===== src/rtl/htfl_pkg.sv =====
package htfl_pkg;

    localparam int CAPACITY    = 256;
    localparam int SLOT_W      = (CAPACITY > 1) ? $clog2(CAPACITY) : 1;
    localparam int LINK_W      = SLOT_W + 1;
    localparam int HANDLE_W    = 8;
    localparam int QUEUE_DEPTH = 2;
    localparam int QPTR_W      = (QUEUE_DEPTH > 1) ? $clog2(QUEUE_DEPTH) : 1;
    localparam int S_TDATA_W   = 104;
    localparam int M_TDATA_W   = 176;

    localparam logic [LINK_W-1:0] NO_SLOT = LINK_W'(CAPACITY);

    localparam logic [2:0] OP_OPEN    = 3'd0;
    localparam logic [2:0] OP_CLOSE   = 3'd1;
    localparam logic [2:0] OP_LOOKUP  = 3'd2;
    localparam logic [2:0] OP_ADD_RD  = 3'd3;
    localparam logic [2:0] OP_ADD_WR  = 3'd4;
    localparam logic [2:0] OP_BAD     = 3'd5;

    localparam logic [1:0] ST_OK   = 2'd0;
    localparam logic [1:0] ST_FULL = 2'd1;
    localparam logic [1:0] ST_BAD  = 2'd2;

    localparam logic [1:0] KIND_UNUSED = 2'd0;
    localparam logic [1:0] KIND_DIR    = 2'd1;
    localparam logic [1:0] KIND_FILE   = 2'd2;

    typedef struct packed {
        logic [2:0]          op;
        logic                open_file;
        logic [31:0]         flags;
        logic                h_over;
        logic [SLOT_W-1:0]   slot;
        logic [HANDLE_W-1:0] echo;
        logic [31:0]         count;
    } req_t;

    typedef struct packed {
        logic [63:0]         write_total;
        logic [63:0]         read_total;
        logic [31:0]         flags;
        logic [1:0]          kind;
        logic [HANDLE_W-1:0] handle;
        logic [1:0]          status;
    } res_t;

    typedef struct packed {
        logic [1:0]        kind;
        logic [31:0]       flags;
        logic [63:0]       read_total;
        logic [63:0]       write_total;
        logic [LINK_W-1:0] next_free;
    } ent_t;

    function automatic logic [HANDLE_W-1:0] to_handle(input logic [SLOT_W-1:0] slot);
        logic [HANDLE_W+SLOT_W-1:0] wide;
        wide = {{HANDLE_W{1'b0}}, slot};
        return wide[HANDLE_W-1:0];
    endfunction

endpackage


===== src/rtl/htfl_front.sv =====
module htfl_front (
    input  logic                             aclk,
    input  logic                             aresetn,
    input  logic                             s_tvalid,
    output logic                             s_tready,
    input  logic [htfl_pkg::S_TDATA_W-1:0]   s_tdata,
    output logic                             q_valid,
    input  logic                             q_ready,
    output htfl_pkg::req_t                   q_req
);
    import htfl_pkg::*;

    req_t              in_req;
    req_t              mem_reg [QUEUE_DEPTH];
    logic [QPTR_W-1:0] wr_ptr_reg, wr_ptr_next;
    logic [QPTR_W-1:0] rd_ptr_reg, rd_ptr_next;
    logic [QPTR_W:0]   count_reg, count_next;
    logic              push, pop;

    always_comb begin
        in_req.flags     = s_tdata[35:4];
        in_req.open_file = s_tdata[3];
        in_req.count     = s_tdata[99:68];
        in_req.slot      = s_tdata[36 +: SLOT_W];
        in_req.echo      = s_tdata[43:36];
        in_req.h_over    = s_tdata[67:36] >= 32'(CAPACITY);
        unique case (s_tdata[2:0])
            OP_OPEN:   in_req.op = OP_OPEN;
            OP_CLOSE:  in_req.op = OP_CLOSE;
            OP_LOOKUP: in_req.op = OP_LOOKUP;
            OP_ADD_RD: in_req.op = OP_ADD_RD;
            OP_ADD_WR: in_req.op = OP_ADD_WR;
            default:   in_req.op = OP_BAD;
        endcase
    end

    assign s_tready = count_reg != (QPTR_W + 1)'(QUEUE_DEPTH);
    assign q_valid  = count_reg != '0;
    assign q_req    = mem_reg[rd_ptr_reg];
    assign push     = s_tvalid && s_tready;
    assign pop      = q_valid && q_ready;

    always_comb begin
        wr_ptr_next = wr_ptr_reg;
        rd_ptr_next = rd_ptr_reg;
        count_next  = count_reg;
        if (push) begin
            wr_ptr_next = (wr_ptr_reg == QPTR_W'(QUEUE_DEPTH - 1)) ? '0 : wr_ptr_reg + 1'b1;
        end
        if (pop) begin
            rd_ptr_next = (rd_ptr_reg == QPTR_W'(QUEUE_DEPTH - 1)) ? '0 : rd_ptr_reg + 1'b1;
        end
        if (push && !pop) begin
            count_next = count_reg + 1'b1;
        end else if (pop && !push) begin
            count_next = count_reg - 1'b1;
        end
    end

    always_ff @(posedge aclk) begin
        if (!aresetn) begin
            wr_ptr_reg <= '0;
            rd_ptr_reg <= '0;
            count_reg  <= '0;
        end else begin
            wr_ptr_reg <= wr_ptr_next;
            rd_ptr_reg <= rd_ptr_next;
            count_reg  <= count_next;
        end
    end

    always_ff @(posedge aclk) begin
        if (push) begin
            mem_reg[wr_ptr_reg] <= in_req;
        end
    end

endmodule


===== config.mk =====
export PLATFORM = sky130hd
export DESIGN_NAME = htfl_front
export DESIGN_NICKNAME = d
export VERILOG_FILES = /design/src/rtl/htfl_pkg.sv /design/src/rtl/htfl_front.sv
export SDC_FILE = /design/constraint.sdc
export NUM_CORES = 1
export LEC_CHECK = 0
export BUFFER_PORTS_ARGS = -buffer_cell sky130_fd_sc_hd__buf_2
export CORE_MARGIN = 2
export CORE_UTILIZATION = 52
export CTS_BUF_LIST = sky130_fd_sc_hd__clkbuf_4
export DETAILED_ROUTE_END_ITERATION = 8
export PLACE_DENSITY_LB_ADDON = 0.12
export REMOVE_ABC_BUFFERS = 1
export SLEW_MARGIN = 0
export SYNTH_ARGS = -nofsm -noshare
export SYNTH_HDL_FRONTEND = slang
export SYNTH_SLANG_ARGS = --single-unit

===== constraint.sdc =====
create_clock -name aclk -period 3.8 [get_ports aclk]
set_clock_uncertainty 0.2 [all_clocks]
set_input_delay 0.38 -clock aclk [delete_from_list [all_inputs] [get_ports aclk]]
set_output_delay 0.38 -clock aclk [all_outputs]
set_load 0.02 [all_outputs]

Word-level counts from Yosys, hierarchy flattened

Memories as Yosys holds them, arrays and structs flattened. A register that Yosys moved wholly into a read port is not among the register bits.
Index checks and enable logic that the tools add are counted.

Order comparisons: 1
Reduce and logical (&&, ||, !) cells: 9
Add/subtract/negate cells: 4
Muxes and demuxes: 9
Equality and inequality tests: 5

Operators with widths:

| operator                                                           | number |
|---|---|
| greater-or-equal comparator 32 x 9 -> 1 bit, second input constant | 1 |
| case mux 3 bit (5 select lines)                                    | 1 |
| == test 3 x 2 -> 1 bit, second input constant                      | 2 |
| 2-to-1 mux 1 bit                                                   | 6 |
| logical AND 1 bit                                                  | 4 |
| 2-to-1 mux 2 bit                                                   | 2 |
| nonzero test 2 bit                                                 | 2 |
| == test 3 x 1 -> 1 bit, second input constant                      | 1 |
| == test 3 bit, second input constant                               | 1 |
| logical NOT 3 bit                                                  | 1 |
| adder 1 bit, second input constant                                 | 2 |
| adder 2 x 1 -> 2 bit, second input constant                        | 1 |
| logical NOT 1 bit                                                  | 2 |
| != test 2 bit, second input constant                               | 1 |
| subtractor 2 x 1 -> 2 bit, second input constant                   | 1 |

Memories kept: 1
RAM bits: 170
Word-level logic and storage cells: 32
Output and inout port bits: 87
Bits of input ports: 108
Register bits after elaboration: 4

Memories:

| name    | words | width | rd ports | clocked after memory_dff | write ports | line             | RTL |
|---|---|---|---|---|---|---|---|
| mem_reg | 2     | 85    | 1        | 1                        | 1           | htfl_front.sv:14 | `req_t mem_reg [QUEUE_DEPTH];` |

Logic depth before layout (Yosys ltp)

Depth in word-level cells: 6
Depth in mapped cells: 6
Gate-level depth less buffers: 6

Least setup slack after synthesis

OpenSTA, ideal clock, no wires.

Path kind: flip-flop to flip-flop
Start point: register count_reg[0]
End point: memory mem_reg[1][0] (netlist bit) (enable)
Clock period less this slack: 3219 ps
Required time: 3156 ps
Cell stages (with the launch flop): 3
Data arrival time: 2574 ps
Setup time: 444 ps
Path buffers: 0
Setup slack: 581 ps
Cell sequence: dfxtp_1 nand2b_1 and3_1

Cells in the longest elaborated chain, start to end: 4

RTL lines:

| what                                   | line             | RTL |
|---|---|---|
| start: declaration                     | htfl_front.sv:17 | `logic [QPTR_W:0] count_reg, count_next;` |
| start signal: assignment               | htfl_front.sv:68 | `count_reg <= count_next;` |
| != test 2 bit                          | htfl_front.sv:37 | `assign s_tready = count_reg != (QPTR_W + 1)'(QUEUE_DEPTH);` |
| via s_tready                           | htfl_front.sv:5  | `output logic s_tready,` |
| logical AND 1 bit                      | htfl_front.sv:40 | `assign push = s_tvalid && s_tready;` |
| 2-to-1 mux 1 bit                       | htfl_front.sv:73 | `if (push) begin` |
| 2-to-1 mux 1 bit (not written as such) | htfl_front.sv:74 | `mem_reg[wr_ptr_reg] <= in_req;` |
| end: declaration                       | htfl_front.sv:14 |  |

The timed path passes the listed nets, and every way through them passes these cells.

==> results_dict.tcl <==
set metrics [dict create \
    tritoncts "done" \
    final_antenna_net_count 0 \
    numCtsBuffers 17 \
    fin_crit_sh_pct 72.44 \
    synth_most_common_cell "edfxtp_1" \
    viasPerCell 4.890 \
    largest_reg_flops 154 \
    synth_edf_count 154 \
    yosys.area.top_type "edfxtp_1" \
    fin_setup_tns_ns 0 \
    maxSlewViolCount 0 \
    synthTopCellsByArea "edfxtp_1 (76%), mux2_2 (8.8%), mux2_4 (7.4%)" \
    post_synth_fa_ha_maj_area_fraction_pct 0.2069 \
    hold_path_depth 4 \
    slew_headroom_pct 25.83 \
    tightestPinTransition_ns 1.113 \
    maxCapViolations 0 \
    grtUsageTotal_pct 19.12 \
    peakVddDrop_mv 0.4520 \
    clock_latency_ns 0.51 \
    rsz0062_at_grt "false" \
    place.gp.congestion 0.6987 \
    layout-drive-gt1-share_pct 53.05 \
    crit_family "flip-flops" \
    postCtsSetupBuffers 0 \
    areaGrowthSynthToFinish_pct 35.49 \
    cp.required_ns 3.22 \
    synthXorXnorAreaFrac_pct 0.4345 \
    cp_cell_sequence "buf_12 > mux2_2 > buf_2" \
    syn_inst 284 \
    worst_setup_path_end_kind "output pin" \
    synth_seq_area_share_pct 78.13 \
    clock-sinks 159 \
    finish.net_count 669 \
    synth_top_family_by_area "multiplexers" \
    finalHoldViolCount 0 \
    path_class "reg -> out" \
    cp_slowest_cell "dfxtp_4" \
    core_area_um2 11370 \
    grt-ovfl-total 0 \
    vias 3501 \
    max_freq_mhz 363.3 \
    period_minus_slack_ns 2.753 \
    path_clk_slew_ns 0.13 \
    routedWlPerCell_um 15.76 \
    wl_um 11280 \
    multi_input_area_um2 1169 \
    fin_ws_ns 1.047 \
    regArea_um2 4728 \
    antenna_found_initial 0 \
    ff2ff_path_depth 2 \
    grt_pass1_wl_um 18400 \
    first_iter_violations 156 \
    initial_core_util_pct 53.19 \
    synth_cell_types 27 \
    die_w_um 111.8 \
    grt_pass1_vias 3859 \
    ys_ff_latch 159 \
    muxShareOfSynthArea_pct 16.20 \
    fill_cells 777 \
    yosys.area_share.simple_pct 1.779 \
    dieArea_um2 12510 \
    drc 0 \
    place_hpwl_um 6951 \
    firstDrtPassIters 4 \
    die_y_um 111.8 \
    antenna_cells 0 \
    hold_path_class "in -> reg" \
    ioPinCount 195 \
    outcome "completed" \
    netlist_area_um2 6047 \
    cpPeakStageDelay_ns 0.73 \
    synthArstFlopShare_pct 0 \
    cp-start-kind "flop" \
    clk_path_buf_depth 2 \
    yosysWarnings 0 \
    crit_buf_inv 2 \
    path_depth 3 \
    synthFlopType "edfxtp_1" \
    rows 39 \
    setup_viol_count_final 0 \
    yosys-top-cells-count "edfxtp_1 (154), mux2_2 (47), mux2_4 (30)" \
    worstPathArrival_ns 2.17 \
    dp_slack_ns 1.569 \
    postSynthAreaPerCell_um2 21.29 \
    power_density_nw_per_um2 588.3 \
    grt_max_degree 78 \
    clock-root-buffer "clkbuf_4" \
    p_leak_uw 0.003188 \
    synth_top_area_share_pct 76.47 \
    path_max_fanout 46 \
    synth_compound_area_share_pct 0.6207 \
    port_buffers 190 \
    htreeDepth 4 \
]
==> where the power goes <==
group | leakage, uW | switching (uW) | internal [uW]
combinational | 0.00157 | 822 | 665
clock | 0.000148 | 570 | 463
sequential | 0.00147 | 113 | 2190
==> cells by family after synthesis <==
logic type,after synthesis
multiplexers,77
XOR/XNOR,3
AO/OA/AOI/OAI,6
adder cells (fa/ha/maj),1
AND/OR/NAND/NOR,18
buffers and inverters,20
flip-flops,159
==> final timing paths <==
path	from	to	slack [ns]
worst min register to register	rd_ptr_reg$_SDFFE_PN0P_	flop	0.33
worst max register to register	count_reg[0]$_SDFFE_PN0P_	mem_reg[1][43]$_DFFE_PP_	1.59
worst max-delay path	flop	q_req[12]	1.05
worst min-delay path	q_ready	flop	0.08
==> worst min-delay path: stages <==
cell     delay, ns
buf_2         0.10
o21ai_0       0.12
xor2_1        0.10
nor2_1        0.08
==> what timing repair did <==
action / 4_1_cts / 5_1_grt
hold buffers: 82 / 0
resized for setup: 0 / 0
endpoints found under the hold margin: 159 / 0
==> cells in the final DEF (no fill, tap or decap) <==
master and n:
buf_2 190, edfxtp_1 154, dlygate4sd3_1 82, mux2_2 47, mux2_4 30, clkbuf_4 18, nor4_1 6, clkinvlp_4 4
dfxtp_1 4, xor2_1 3, nor2_1 3, bufinv_16 3, clkinv_1 3, o21ai_0 2, a21oi_1 2, inv_6 2
clkinv_4 2, buf_4 2, nand2b_1 1, and2_1 1, a21o_1 1, nor2b_1 1, or2_2 1, and4_1 1
nand3_1 1, inv_1 1, and3_4 1, nand3b_1 1, clkinv_2 1, a21bo_2 1, or3_1 1, ha_1 1
dfxtp_4 1, buf_12 1
==> per-layer routing <==
metal  GRT usage [%]  routed length [um]  up-vias  share of wire, %
li1                -                   -     1675                 -
met1           21.40                4373     1692                39
met2           33.90                5999      129                53
met3           7.567                 846        5               7.5
met4           5.514                  63        0              0.56
met5               0                   0        -                 0
==> through the flow <==
stage | instances | cell area [um2] | utilization (%) | power, uW | hold WS (ns)
2_1_floorplan | 266 | 5896 | - | 3340 | 0.2725
3_3_place_gp | 602 | 7071 | 62.19 | 3752 | 0.2872
3_5_place_dp | 602 | 7071 | 62.19 | 3781 | 0.2921
4_1_cts | 716 | 8193 | 72.06 | 4877 | 0.03162
5_1_grt | 716 | 8193 | 72.06 | 5054 | 0.03025
6_report | 716 | 8193 | 72.06 | 4820 | 0.08213
==> final cells by class <==
class                      instances  area share [%]
multi-input combinational        105           14.26
sequential                       159           57.71
clock inverter                    14           2.031
tap                              143           2.184
clock buffer                      18           1.649
inverter                           2          0.1069
timing repair buffer             275           22.05
Power figures use the tool's default switching activity.
